--- config.mk ---
export PLATFORM = sky130hd
export DESIGN_NAME = shared_region_table_unit
export DESIGN_NICKNAME = d
export VERILOG_FILES = /design/src/rtl/srt_pkg.sv /design/src/rtl/shared_region_table_unit.sv /design/src/rtl/srt_ctrl.sv /design/src/rtl/srt_datapath.sv
export SDC_FILE = /design/constraint.sdc
export NUM_CORES = 2
export LEC_CHECK = 0
export BUFFER_PORTS_ARGS = -buffer_cell sky130_fd_sc_hd__buf_2
export CAP_MARGIN = 20
export CELL_PAD_IN_SITES_DETAIL_PLACEMENT = 0
export CELL_PAD_IN_SITES_GLOBAL_PLACEMENT = 1
export CORE_MARGIN = 3
export CORE_UTILIZATION = 41
export CTS_BUF_LIST = sky130_fd_sc_hd__clkbuf_4
export DETAILED_ROUTE_END_ITERATION = 10
export PLACE_DENSITY_LB_ADDON = 0.1
export RECOVER_POWER = 50
export SYNTH_ARGS = -nofsm -noshare
export SYNTH_HDL_FRONTEND = slang
export SYNTH_SLANG_ARGS = --single-unit
--- constraint.sdc ---
create_clock -name aclk -period 15.44 [get_ports aclk]
set_input_delay 0.772 -clock aclk [delete_from_list [all_inputs] [get_ports aclk]]
set_output_delay 0.772 -clock aclk [all_outputs]
set_load 0.01 [all_outputs]
--- src/rtl/srt_pkg.sv ---
// Shared types and constants of the shared region table.
package srt_pkg;

    localparam int ADDR_W  = 64;
    localparam int PERMS_W = 3;
    localparam int PSL_W   = 5;
    localparam int STAT_W  = 3;

    localparam logic [PSL_W-1:0] PSL_RESET = 5'd12;

    // Command codes carried on the input tuser.
    localparam logic CMD_INSERT = 1'b0;
    localparam logic CMD_LOOKUP = 1'b1;

    // Result codes.
    typedef enum logic [STAT_W-1:0] {
        ST_ADDED    = 3'd0,
        ST_PRESENT  = 3'd1,
        ST_INVALID  = 3'd2,
        ST_OVERFLOW = 3'd3,
        ST_CONFLICT = 3'd4,
        ST_FULL     = 3'd5,
        ST_HIT      = 3'd6,
        ST_MISS     = 3'd7
    } srt_status_t;

    // Controller states.
    typedef enum logic [2:0] {
        S_IDLE,
        S_CHECK,
        S_SCAN,
        S_END,
        S_REPLY
    } srt_state_t;

    // One stored region.
    typedef struct packed {
        logic [ADDR_W-1:0]  base;
        logic [ADDR_W-1:0]  len;
        logic [PERMS_W-1:0] rights;
    } srt_entry_t;

    // Commands from the controller to the datapath.
    typedef struct packed {
        logic        load;
        logic        scan_clear;
        logic        issue;
        logic        set_result;
        srt_status_t result_code;
        logic        append;
        logic        out_load;
    } srt_cmd_t;

    // Status from the datapath to the controller.
    typedef struct packed {
        logic        is_lookup;
        logic        bad_region;
        logic        overflow;
        logic        empty;
        logic        full;
        logic        cmp_valid;
        logic        cmp_match;
        srt_status_t cmp_code;
        logic        cmp_last;
        logic        out_busy;
    } srt_stat_t;

endpackage

--- src/rtl/shared_region_table_unit.sv ---
// Top level of the shared region table: a table of address regions with insert and lookup.
//
// Input items arrive on the s_ stream. s_tuser carries the command (insert or lookup);
// s_tdata carries the address, the region size and the permission bits. Each item yields
// exactly one result item on the m_ stream: m_tuser holds the status code and m_tdata the
// base, size and permissions of the matching entry on a lookup hit (zero otherwise).
// The page size used for alignment checks is set through cfg_wr_en and cfg_wr_data; the user
// must write it only while the block is idle, as the block itself does not enforce this.
// One item is handled at a time. An insert that fails its region checks is answered from
// the check state, and on an empty table the item goes from the check state to the end
// state. Otherwise the stored regions are read one per cycle from the region memory, each
// is compared in the cycle after its read, and the scan stops at the first match. The next
// item is accepted in the cycle after the result is loaded into the output register.
// Reset clears the entry count and the page size returns to 4 KiB; region storage is not
// cleared, since only entries below the count are read. The result sits in an output
// register, so a stalled receiver holds the next result back only once that register is
// full; a new item is still accepted while a finished result waits in that register.
module shared_region_table_unit #(
    parameter int ENTRIES = 16
) (
    input  logic                        aclk,
    input  logic                        aresetn,
    // Configuration: page size log2.
    input  logic                        cfg_wr_en,
    input  logic [srt_pkg::PSL_W-1:0]   cfg_wr_data,
    // Input stream.
    input  logic                        s_tvalid,
    output logic                        s_tready,
    input  logic [135:0]                s_tdata,   // address[63:0], size[127:64], perms[130:128], zero pad
    input  logic [0:0]                  s_tuser,   // command[0]
    // Result stream.
    output logic                        m_tvalid,
    input  logic                        m_tready,
    output logic [135:0]                m_tdata,   // found_base[63:0], found_size[127:64], found_perms[130:128], zero pad
    output logic [2:0]                  m_tuser    // status[2:0]
);
    import srt_pkg::*;

    srt_cmd_t           cmd;
    srt_stat_t          stat;
    logic [STAT_W-1:0]  out_status;
    logic [ADDR_W-1:0]  out_base;
    logic [ADDR_W-1:0]  out_size;
    logic [PERMS_W-1:0] out_perms;

    // Sequencing of checks, scan and append.
    srt_ctrl u_ctrl (
        .aclk     (aclk),
        .aresetn  (aresetn),
        .s_tvalid (s_tvalid),
        .s_tready (s_tready),
        .m_tready (m_tready),
        .stat     (stat),
        .cmd      (cmd)
    );

    // Region store, compares and result register.
    srt_datapath #(
        .ENTRIES (ENTRIES)
    ) u_datapath (
        .aclk        (aclk),
        .aresetn     (aresetn),
        .cfg_wr_en   (cfg_wr_en),
        .cfg_wr_data (cfg_wr_data),
        .in_command  (s_tuser[0]),
        .in_address  (s_tdata[63:0]),
        .in_size     (s_tdata[127:64]),
        .in_perms    (s_tdata[130:128]),
        .m_tready    (m_tready),
        .cmd         (cmd),
        .stat        (stat),
        .out_valid   (m_tvalid),
        .out_status  (out_status),
        .out_base    (out_base),
        .out_size    (out_size),
        .out_perms   (out_perms)
    );

    // Pack the result fields.
    assign m_tuser = out_status;
    assign m_tdata = {5'b0, out_perms, out_size, out_base};

endmodule

--- src/rtl/srt_ctrl.sv ---
// Controller state machine of the shared region table.
module srt_ctrl (
    input  logic              aclk,
    input  logic              aresetn,
    input  logic              s_tvalid,
    output logic              s_tready,
    input  logic              m_tready,
    input  srt_pkg::srt_stat_t stat,
    output srt_pkg::srt_cmd_t  cmd
);
    import srt_pkg::*;

    srt_state_t state_reg;
    srt_state_t state_next;

    // State register.
    always_ff @(posedge aclk) begin
        if (!aresetn) begin
            state_reg <= S_IDLE;
        end else begin
            state_reg <= state_next;
        end
    end

    // Next state and commands.
    always_comb begin
        state_next      = state_reg;
        cmd             = '0;
        cmd.result_code = ST_MISS;
        s_tready        = 1'b0;
        unique case (state_reg)
            S_IDLE: begin
                s_tready = 1'b1;
                if (s_tvalid) begin
                    cmd.load   = 1'b1;
                    state_next = S_CHECK;
                end
            end
            S_CHECK: begin
                cmd.scan_clear = 1'b1;
                if (!stat.is_lookup && stat.bad_region) begin
                    cmd.set_result  = 1'b1;
                    cmd.result_code = ST_INVALID;
                    state_next      = S_REPLY;
                end else if (!stat.is_lookup && stat.overflow) begin
                    cmd.set_result  = 1'b1;
                    cmd.result_code = ST_OVERFLOW;
                    state_next      = S_REPLY;
                end else if (stat.empty) begin
                    state_next = S_END;
                end else begin
                    state_next = S_SCAN;
                end
            end
            S_SCAN: begin
                // Reads are issued every cycle; each compare runs in the cycle after its read.
                cmd.issue = 1'b1;
                if (stat.cmp_valid && stat.cmp_match) begin
                    cmd.set_result  = 1'b1;
                    cmd.result_code = stat.cmp_code;
                    state_next      = S_REPLY;
                end else if (stat.cmp_valid && stat.cmp_last) begin
                    state_next = S_END;
                end
            end
            S_END: begin
                // Scan found nothing: append, refuse for lack of room, or miss.
                cmd.set_result = 1'b1;
                if (stat.is_lookup) begin
                    cmd.result_code = ST_MISS;
                end else if (stat.full) begin
                    cmd.result_code = ST_FULL;
                end else begin
                    cmd.result_code = ST_ADDED;
                    cmd.append      = 1'b1;
                end
                state_next = S_REPLY;
            end
            S_REPLY: begin
                if (!stat.out_busy || m_tready) begin
                    cmd.out_load = 1'b1;
                    state_next   = S_IDLE;
                end
            end
            default: begin
                state_next = S_IDLE;
            end
        endcase
    end

endmodule

--- src/rtl/srt_datapath.sv ---
// Datapath of the shared region table: region store, checks, compares and result register.
module srt_datapath #(
    parameter int ENTRIES = 16
) (
    input  logic                         aclk,
    input  logic                         aresetn,
    input  logic                         cfg_wr_en,
    input  logic [srt_pkg::PSL_W-1:0]    cfg_wr_data,
    input  logic                         in_command,
    input  logic [srt_pkg::ADDR_W-1:0]   in_address,
    input  logic [srt_pkg::ADDR_W-1:0]   in_size,
    input  logic [srt_pkg::PERMS_W-1:0]  in_perms,
    input  logic                         m_tready,
    input  srt_pkg::srt_cmd_t            cmd,
    output srt_pkg::srt_stat_t           stat,
    output logic                         out_valid,
    output logic [srt_pkg::STAT_W-1:0]   out_status,
    output logic [srt_pkg::ADDR_W-1:0]   out_base,
    output logic [srt_pkg::ADDR_W-1:0]   out_size,
    output logic [srt_pkg::PERMS_W-1:0]  out_perms
);
    import srt_pkg::*;

    localparam int CNT_W = $clog2(ENTRIES + 1);
    localparam int IDX_W = (ENTRIES > 1) ? $clog2(ENTRIES) : 1;

    // Configuration register.
    logic [PSL_W-1:0] psl_reg;

    always_ff @(posedge aclk) begin
        if (!aresetn) begin
            psl_reg <= PSL_RESET;
        end else if (cfg_wr_en) begin
            psl_reg <= cfg_wr_data;
        end
    end

    // Latched request.
    logic               lookup_reg;
    logic [ADDR_W-1:0]  addr_reg;
    logic [ADDR_W-1:0]  size_reg;
    logic [ADDR_W-1:0]  end_reg;
    logic [PERMS_W-1:0] perms_reg;

    always_ff @(posedge aclk) begin
        if (cmd.load) begin
            lookup_reg <= (in_command == CMD_LOOKUP);
            addr_reg   <= in_address;
            size_reg   <= in_size;
            end_reg    <= in_address + in_size;
            perms_reg  <= in_perms;
        end
    end

    // Region checks for an insert.
    logic [ADDR_W-1:0] page_mask;
    logic              bad_region;
    logic              end_overflow;

    always_comb begin
        page_mask    = (ADDR_W'(1) << psl_reg) - ADDR_W'(1);
        bad_region   = (size_reg == '0) || ((addr_reg & page_mask) != '0)
                       || ((size_reg & page_mask) != '0);
        end_overflow = addr_reg > ~size_reg;
    end

    // Region store and fill count.
    srt_entry_t        mem [ENTRIES];
    logic [CNT_W-1:0]  count_reg;
    logic [CNT_W-1:0]  issue_idx_reg;
    logic [CNT_W-1:0]  cmp_idx_reg;
    logic              cmp_valid_reg;
    srt_entry_t        rd_data_reg;
    logic              issue_ok;

    assign issue_ok = cmd.issue && (issue_idx_reg < count_reg);

    always_ff @(posedge aclk) begin
        if (cmd.append) begin
            mem[count_reg[IDX_W-1:0]] <= '{base: addr_reg, len: size_reg, rights: perms_reg};
        end
        if (issue_ok) begin
            rd_data_reg <= mem[issue_idx_reg[IDX_W-1:0]];
        end
    end

    always_ff @(posedge aclk) begin
        if (!aresetn) begin
            count_reg     <= '0;
            issue_idx_reg <= '0;
            cmp_idx_reg   <= '0;
            cmp_valid_reg <= 1'b0;
        end else begin
            if (cmd.append) begin
                count_reg <= count_reg + CNT_W'(1);
            end
            if (cmd.scan_clear) begin
                issue_idx_reg <= '0;
                cmp_valid_reg <= 1'b0;
            end else begin
                cmp_valid_reg <= issue_ok;
                if (issue_ok) begin
                    issue_idx_reg <= issue_idx_reg + CNT_W'(1);
                    cmp_idx_reg   <= issue_idx_reg;
                end
            end
        end
    end

    // Compare of the entry read last cycle against the request.
    logic [ADDR_W-1:0] entry_end;
    logic [ADDR_W-1:0] probe_off;
    logic              same_entry;
    logic              overlap;
    logic              contains;
    logic              cmp_match;
    srt_status_t       cmp_code;

    always_comb begin
        entry_end  = rd_data_reg.base + rd_data_reg.len;
        probe_off  = addr_reg - rd_data_reg.base;
        same_entry = (rd_data_reg.base == addr_reg) && (rd_data_reg.len == size_reg)
                     && (rd_data_reg.rights == perms_reg);
        overlap    = (addr_reg < entry_end) && (end_reg > rd_data_reg.base);
        contains   = (addr_reg >= rd_data_reg.base) && (probe_off < rd_data_reg.len);

        if (lookup_reg) begin
            cmp_match = contains;
            cmp_code  = ST_HIT;
        end else if (same_entry) begin
            cmp_match = 1'b1;
            cmp_code  = ST_PRESENT;
        end else begin
            cmp_match = overlap;
            cmp_code  = ST_CONFLICT;
        end
    end

    // Pending result, held until the output register is free.
    srt_status_t        res_status_reg;
    logic [ADDR_W-1:0]  res_base_reg;
    logic [ADDR_W-1:0]  res_size_reg;
    logic [PERMS_W-1:0] res_perms_reg;

    always_ff @(posedge aclk) begin
        if (cmd.set_result) begin
            res_status_reg <= cmd.result_code;
            if (cmd.result_code == ST_HIT) begin
                res_base_reg  <= rd_data_reg.base;
                res_size_reg  <= rd_data_reg.len;
                res_perms_reg <= rd_data_reg.rights;
            end else begin
                res_base_reg  <= '0;
                res_size_reg  <= '0;
                res_perms_reg <= '0;
            end
        end
    end

    // Output register.
    logic               out_valid_reg;
    logic               out_valid_next;
    logic [STAT_W-1:0]  out_status_reg;
    logic [ADDR_W-1:0]  out_base_reg;
    logic [ADDR_W-1:0]  out_size_reg;
    logic [PERMS_W-1:0] out_perms_reg;

    always_comb begin
        if (cmd.out_load) begin
            out_valid_next = 1'b1;
        end else if (m_tready) begin
            out_valid_next = 1'b0;
        end else begin
            out_valid_next = out_valid_reg;
        end
    end

    always_ff @(posedge aclk) begin
        if (!aresetn) begin
            out_valid_reg <= 1'b0;
        end else begin
            out_valid_reg <= out_valid_next;
        end
    end

    always_ff @(posedge aclk) begin
        if (cmd.out_load) begin
            out_status_reg <= res_status_reg;
            out_base_reg   <= res_base_reg;
            out_size_reg   <= res_size_reg;
            out_perms_reg  <= res_perms_reg;
        end
    end

    // Status to the controller.
    always_comb begin
        stat.is_lookup  = lookup_reg;
        stat.bad_region = bad_region;
        stat.overflow   = end_overflow;
        stat.empty      = (count_reg == '0);
        stat.full       = (count_reg == CNT_W'(ENTRIES));
        stat.cmp_valid  = cmp_valid_reg;
        stat.cmp_match  = cmp_match;
        stat.cmp_code   = cmp_code;
        stat.cmp_last   = (cmp_idx_reg + CNT_W'(1)) == count_reg;
        stat.out_busy   = out_valid_reg;
    end

    assign out_valid     = out_valid_reg;
    assign out_status    = out_status_reg;
    assign out_base      = out_base_reg;
    assign out_size      = out_size_reg;
    assign out_perms     = out_perms_reg;

endmodule

-- After elaboration in Yosys (flattened, before gate mapping)
Memories as Yosys holds them, arrays and structs flattened. A register that Yosys moved wholly into a read port is not among the register bits.
Cells that the tools add are included.
- bits in writable memories: 2096
- memory bits (read-only): 0
- memories: 1
- word-level logic and storage cells: 108
- latch bits: 0
- flip-flop bits (word level): 489
- output and inout bits: 141
- input port bits: 147
- memory list (name ; depth ; width ; read ports ; clocked after Yosys merged registers in ; wr ports ; line ; text):
    u_datapath.mem ; 16 ; 131 ; 1 ; 1 ; 1 ; srt_datapath.sv:68 ; srt_entry_t mem [ENTRIES];
- divide/modulo/power cells: 0
- multiplexer cells: 32
- multiply operators: 0
- shift operators: 1
- add/subtract/negate cells: 7
- order comparisons: 6
- reductions and logical operators: 23
- bitwise logic cells: 5
- equality and inequality tests: 13
- operators by type and width (kind ; count):
    $add A64 B64 Y64 ; 2
    $and A64 B64 Y64 ; 2
    $eq A64 B64 Y1 ; 2
    $gt A64 B64 Y1 ; 2
    $lt A64 B64 Y1 ; 2
    $reduce_bool A64 Y1 ; 2
    $ge A64 B64 Y1 ; 1
    $logic_not A64 Y1 ; 1
    $not A64 Y64 ; 1
    $shl A1 B5 Y64 const A ; 1
    $sub A64 B2 Y64 const B ; 1
    $sub A64 B64 Y64 ; 1
    $mux W3 ; 10
    $mux W1 ; 17
    $add A5 B1 Y5 const B ; 3
    $pmux W3 S5 ; 1
    $mux W4 ; 3
    $pmux W4 S3 ; 1
    $logic_and A1 B1 Y1 ; 9
    $eq A3 B2 Y1 const B ; 2
    $eq A3 B3 Y1 const B ; 2
    $eq A5 B5 Y1 ; 1
    $eq A5 B5 Y1 const B ; 1
    $logic_not A5 Y1 ; 1
    14 further kinds ; 18

-- Logic depth before layout (Yosys ltp)
- depth in word-level cells: 10
- depth in mapped cells: 28
- gate-level depth less buffers: 26

-- By module
From an unflattened synthesis, not the netlist that was laid out.
- cells, all modules: 6512
- area, all modules: 117448.9 µm²
- by module, submodules not included (module ; cells an instance ; times used ; sequential area each (µm²) ; area each (µm²)):
    srt_datapath ; 6463 ; 1 ; 81247.9 ; 117086.0
    srt_ctrl ; 43 ; 1 ; 60.1 ; 321.6
    shared_region_table_unit ; 6 ; 1 ; 0.0 ; 41.3

-- Least setup slack after synthesis
No wires, ideal clock.
- path kind: register to register
- start point: reg u_datapath.rd_data_reg[3] (netlist name)
- end point: reg u_datapath.res_base_reg[0] (enable)
- stages on the path, launching flop included: 25
- data arrival time: 11.339 ns
- library setup time: 0.673 ns
- setup slack: 3.428 ns
- data required time: 14.767 ns
- cells stage by stage: edfxtp_1 ha_1 inv_1 fa_1 nor2b_1 o21ai_1 a21oi_1 a2111o_1 a221oi_2 o21ai_1 and4bb_1 nor2_4 o221ai_1 a21oi_1 xor2_1 ha_1 a21o_1 a2111oi_0 o31ai_1 a31oi_1 o211ai_1 a21oi_1 a41oi_2 or4b_1 a21oi_1
- RTL lines (element ; line ; text):
    end signal, assigned ; srt_datapath.sv:149 ; res_base_reg <= rd_data_reg.base;
    end, declared ; srt_datapath.sv:141 ; logic [ADDR_W-1:0] res_base_reg;

-- Final worst setup path
- start point: reg u_datapath.rd_data_reg[3] (netlist name)
- end point: reg u_datapath.res_base_reg[12] (data pin)
- word-level cells in the longest chain between the ends: 9
- elaborated cells on any way between the ends: 16
- RTL lines (element ; line ; text):
    $add A64 B64 Y64 / $eq A64 B64 Y1 (equally long branches) ; srt_datapath.sv:120, srt_datapath.sv:122 ;
    $lt A64 B64 Y1 / $logic_and A1 B1 Y1 (equally long branches) ; srt_datapath.sv:124, srt_datapath.sv:122 ;
    $logic_and A1 B1 Y1 (on tied branches) ; srt_datapath.sv:124, srt_datapath.sv:123 ;
    $mux W1 ; srt_datapath.sv:130 ; end else if (same_entry) begin
    $mux W1 ; srt_datapath.sv:127 ; if (lookup_reg) begin
    $logic_and A1 B1 Y1 ; srt_ctrl.sv:58 ; if (stat.cmp_valid && stat.cmp_match) begin
    $mux W4 (*) ; srt_ctrl.sv:58 ;
    $pmux W4 S3 (*) ; srt_ctrl.sv:31 ; unique case (state_reg)
    $eq A3 B3 Y1 (*) ; srt_datapath.sv:148 ; if (cmd.result_code == ST_HIT) begin
Every way passes the cells marked *; elsewhere a longest branch is shown, timed or not.
A chain may end at the register's enable or synchronous reset.

==> impl_metrics.sql <==
INSERT INTO impl_metrics (metric_group, metric, value, unit) VALUES
('status', 'outcome', 'finished, violations left', ''),
('status', 'failed_checks', 'max-capacitance violations, max-slew violations', ''),
('floorplan', 'floorplan.core_area', '283000', 'um^2'),
('global_route', 'overflow', '0', ''),
('hold_path', 'capture_endpoint_of_the_worst_hold_path', 'u_ctrl.state_reg[2]', ''),
('placement', 'place.detailed.hpwl', '228000', 'um'),
('clocking', 'numCtsBuffers', '710', ''),
('logic_synthesis', 'synth.ff_latch_count', '2716', ''),
('final_layout', 'post_layout_nonfiller_instances', '11900', ''),
('sta', 'post-route-period-util', '56.3', '%'),
('floorplan', 'die_width', '540', 'um'),
('logic_synthesis', 'synth_area_per_cell', '18.3', 'um^2'),
('placement', 'place_congestion', '0.878', ''),
('critical_path', 'crit_required', '16630', 'ps'),
('clocking', 'clk-insertion-delay-late', '1550', 'ps'),
('critical_path', 'launch_point_of_the_worst_reg_to_reg_path', 'u_datapath.rd_data_reg[3]', ''),
('drt', 'routedWlPerCell', '31.0', 'um'),
('power_and_ir_drop', 'leakagePower', '0.0451', 'uW'),
('floorplan', 'die_height', '540', 'um'),
('final_layout', 'largest_reg_flops', '2096', ''),
('global_route', 'via_count_of_the_first_global_routing_pass', '69500', ''),
('drt', 'vias', '67800', ''),
('global_route', 'grt_first_pass_wirelength', '517000', 'um'),
('drt', 'routed_via_density', '5.70', ''),
('sta', 'final-hold-violation-count', '0', ''),
('logic_synthesis', 'synth_compound_gate_area_share', '5.28', '%'),
('logic_synthesis', 'synthXorXnorAreaFrac', '2.00', '%'),
('sta', 'finalSetupTns', '0', 'ps'),
('placement', 'dpl.cell_count', '10400', ''),
('critical_path', 'reg2reg_depth', '28', ''),
('global_route', 'met1_usage', '36.1', '%'),
('clocking', 'post_cts_resize_count', '0', ''),
('sta', 'finalWorstPathRequiredPeriod', '8690', 'ps'),
('final_layout', 'areaGrowthSynthToFinish', '15.2', '%'),
('sta', 'maxClockFrequency', '115', 'MHz'),
('logic_synthesis', 'yosys.area_share.simple', '4.10', '%'),
('sta', 'unrepaired_setup_endpoints_after_global_routing', 'false', ''),
('clocking', 'cts_sinks', '2716', ''),
('power_and_ir_drop', 'power.total', '15700', 'uW'),
('drt', 'detail-route-antenna-nets', '0', ''),
('global_route', 'use_met3', '4.76', '%'),
('logic_synthesis', 'yosysMostFrequentCell', 'sky130_fd_sc_hd__edfxtp_1', ''),
('logic_synthesis', 'synthTopCellsByCount', 'sky130_fd_sc_hd__edfxtp_1 (2,691), sky130_fd_sc_hd__mux4_2 (655), sky130_fd_sc_hd__ha_1 (456)', ''),
('critical_path', 'critPathMaxFanout', '71', ''),
('sta', 'finClkSkew', '143', 'ps'),
('logic_synthesis', 'synth-edff-count', '2691', ''),
('clocking', 'clkTransAtPathRegs', '60', 'ps'),
('drt', 'routed_wirelength', '368000', 'um'),
('sta', 'final_max_slew_viol_count', '573', ''),
('final_layout', 'proportion_of_layout_cells_with_a_drive_suffix_above_1', '23.8', '%'),
('critical_path', 'timing_worst_setup_path_type', 'flop to flop', ''),
('logic_synthesis', 'ys_dominant_reg_cell', 'sky130_fd_sc_hd__edfxtp_1', ''),
('sta', 'worst_slack', '6750', 'ps'),
('global_route', 'met2_usage', '38.7', '%'),
('job', 'cap_violations', '13', ''),
('clocking', 'cts.path.max_buffers', '4', ''),
('drt', 'dr.first_iter.drc_count', '7161', ''),
('placement', 'dp_worst_setup_slack', '6770', 'ps'),
('global_route', 'grt_max_degree', '123', ''),
('logic_synthesis', 'synth.yosys.warnings', '0', ''),
('logic_synthesis', 'share_of_flip_flops_with_an_asynchronous_set_or_reset_after_synthesis', '0', '%'),
('logic_synthesis', 'mappedNetlistArea', '117000', 'um^2'),
('sta', 'final_count_of_negative_setup_slack_endpoints', '0', ''),
('critical_path', 'setup.reg_to_reg.worst_slack', '6750', 'ps'),
('floorplan', 'boundaryPins', '288', ''),
('drt', 'post-route-drc-count', '0', ''),
('drt', 'first_drt_pass_iteration_count', '6', ''),
('floorplan', 'die_area', '292000', 'um^2'),
('critical_path', 'critical_path.startpoint_type', 'flop', ''),
('final_layout', 'fillCellCount', '24600', ''),
('critical_path', 'critical_path.slowest_cell', 'sky130_fd_sc_hd__buf_4', '');
-- worst max-delay path, delay by kind of cell, from the launching register on --
kind	cells	cell delay, ps
XOR/XNOR	1	160
AND/OR/NAND/NOR	6	1710
adder cells (fa/ha/maj)	3	790
flip-flops	1	570
AO/OA/AOI/OAI	14	3700
buffers and inverters	4	1330
-- layout by cell type (no fill, tap or decap), drive strengths merged, types with 46 or more instances in the layout --
master | synthesis | layout
mux4 | 655 | 655
a21o | 188 | 188
dlygate4sd3 | 0 | 284
o21ai | 173 | 173
nor3 | 53 | 53
xor2 | 102 | 102
nand4 | 119 | 119
nand2 | 178 | 178
edfxtp | 2691 | 2691
nor4 | 46 | 46
and2 | 149 | 149
clkbuf | 174 | 1374
inv | 197 | 225
xnor2 | 165 | 165
a21oi | 291 | 291
buf | 78 | 116
nand3 | 55 | 55
ha | 456 | 456
clkinv | 0 | 151
nor2 | 187 | 187
-- area by class of cell --
cell class | count | area, um^2 | share of cell area (%)
Antenna cell | 13 | 32.5 | 0.0241
Multi-Input combinational cell | 3254 | 34100 | 25.3
Inverter | 197 | 747 | 0.554
Clock inverter | 196 | 1230 | 0.915
Timing Repair Buffer | 748 | 5050 | 3.74
Clock buffer | 1027 | 7710 | 5.72
Tap cell | 3743 | 4680 | 3.47
Sequential cell | 2716 | 81300 | 60.3
-- metal layers --
metal	part of all wire [%]	vias to the layer above
met5	0.019	-
met4	2.3	10
met3	7.1	466
met2	46	2613
met1	44	35700
li1	-	29100
-- cell families after synthesis --
| kind of cell | Yosys count |
|---|---|
| AND/OR/NAND/NOR | 919 |
| adder cells (fa/ha/maj) | 459 |
| flip-flops | 2716 |
| AO/OA/AOI/OAI | 942 |
| other | 1 |
| XOR/XNOR | 267 |
| buffers and inverters | 449 |
| multiplexers | 662 |
-- repair_timing --
item,in CTS,in global routing
hold endpoints to repair,280,0
buffers inserted,0,0
hold buffers,284,0
-- how the worst max path moves through the flow --
stage                                          start                          end  slack (ps)  cells past startpoint
final                      u_datapath.rd_data_reg[3]  u_datapath.res_base_reg[12]        6750                     28
after global routing       u_datapath.rd_data_reg[3]  u_datapath.res_base_reg[12]        6130                     28
after detailed placement  u_datapath.rd_data_reg[13]  u_datapath.res_base_reg[12]        6770                     26
after floorplan            u_datapath.rd_data_reg[3]   u_datapath.res_base_reg[0]        3430                     24
after global placement    u_datapath.rd_data_reg[13]  u_datapath.res_base_reg[12]        6740                     26
after CTS                 u_datapath.rd_data_reg[13]  u_datapath.res_base_reg[12]        6710                     26
-- per-stage QoR --
step / hold WS [ps] / util, %
after CTS: 0.912 / 47.8
final: 250 / 47.6
after floorplan: 400 / -
after global routing: 165 / 47.6
after global placement: 401 / 43.7
after detailed placement: 405 / 43.7
-- report_power, final --
group	internal (uW)	total, uW	switching [uW]
Sequential	8330	8470	143
Combinational	338	998	661
Clock	3160	6190	3020
Total	11800	15700	3830
Note: power is estimated with default switching activity, not from simulation.
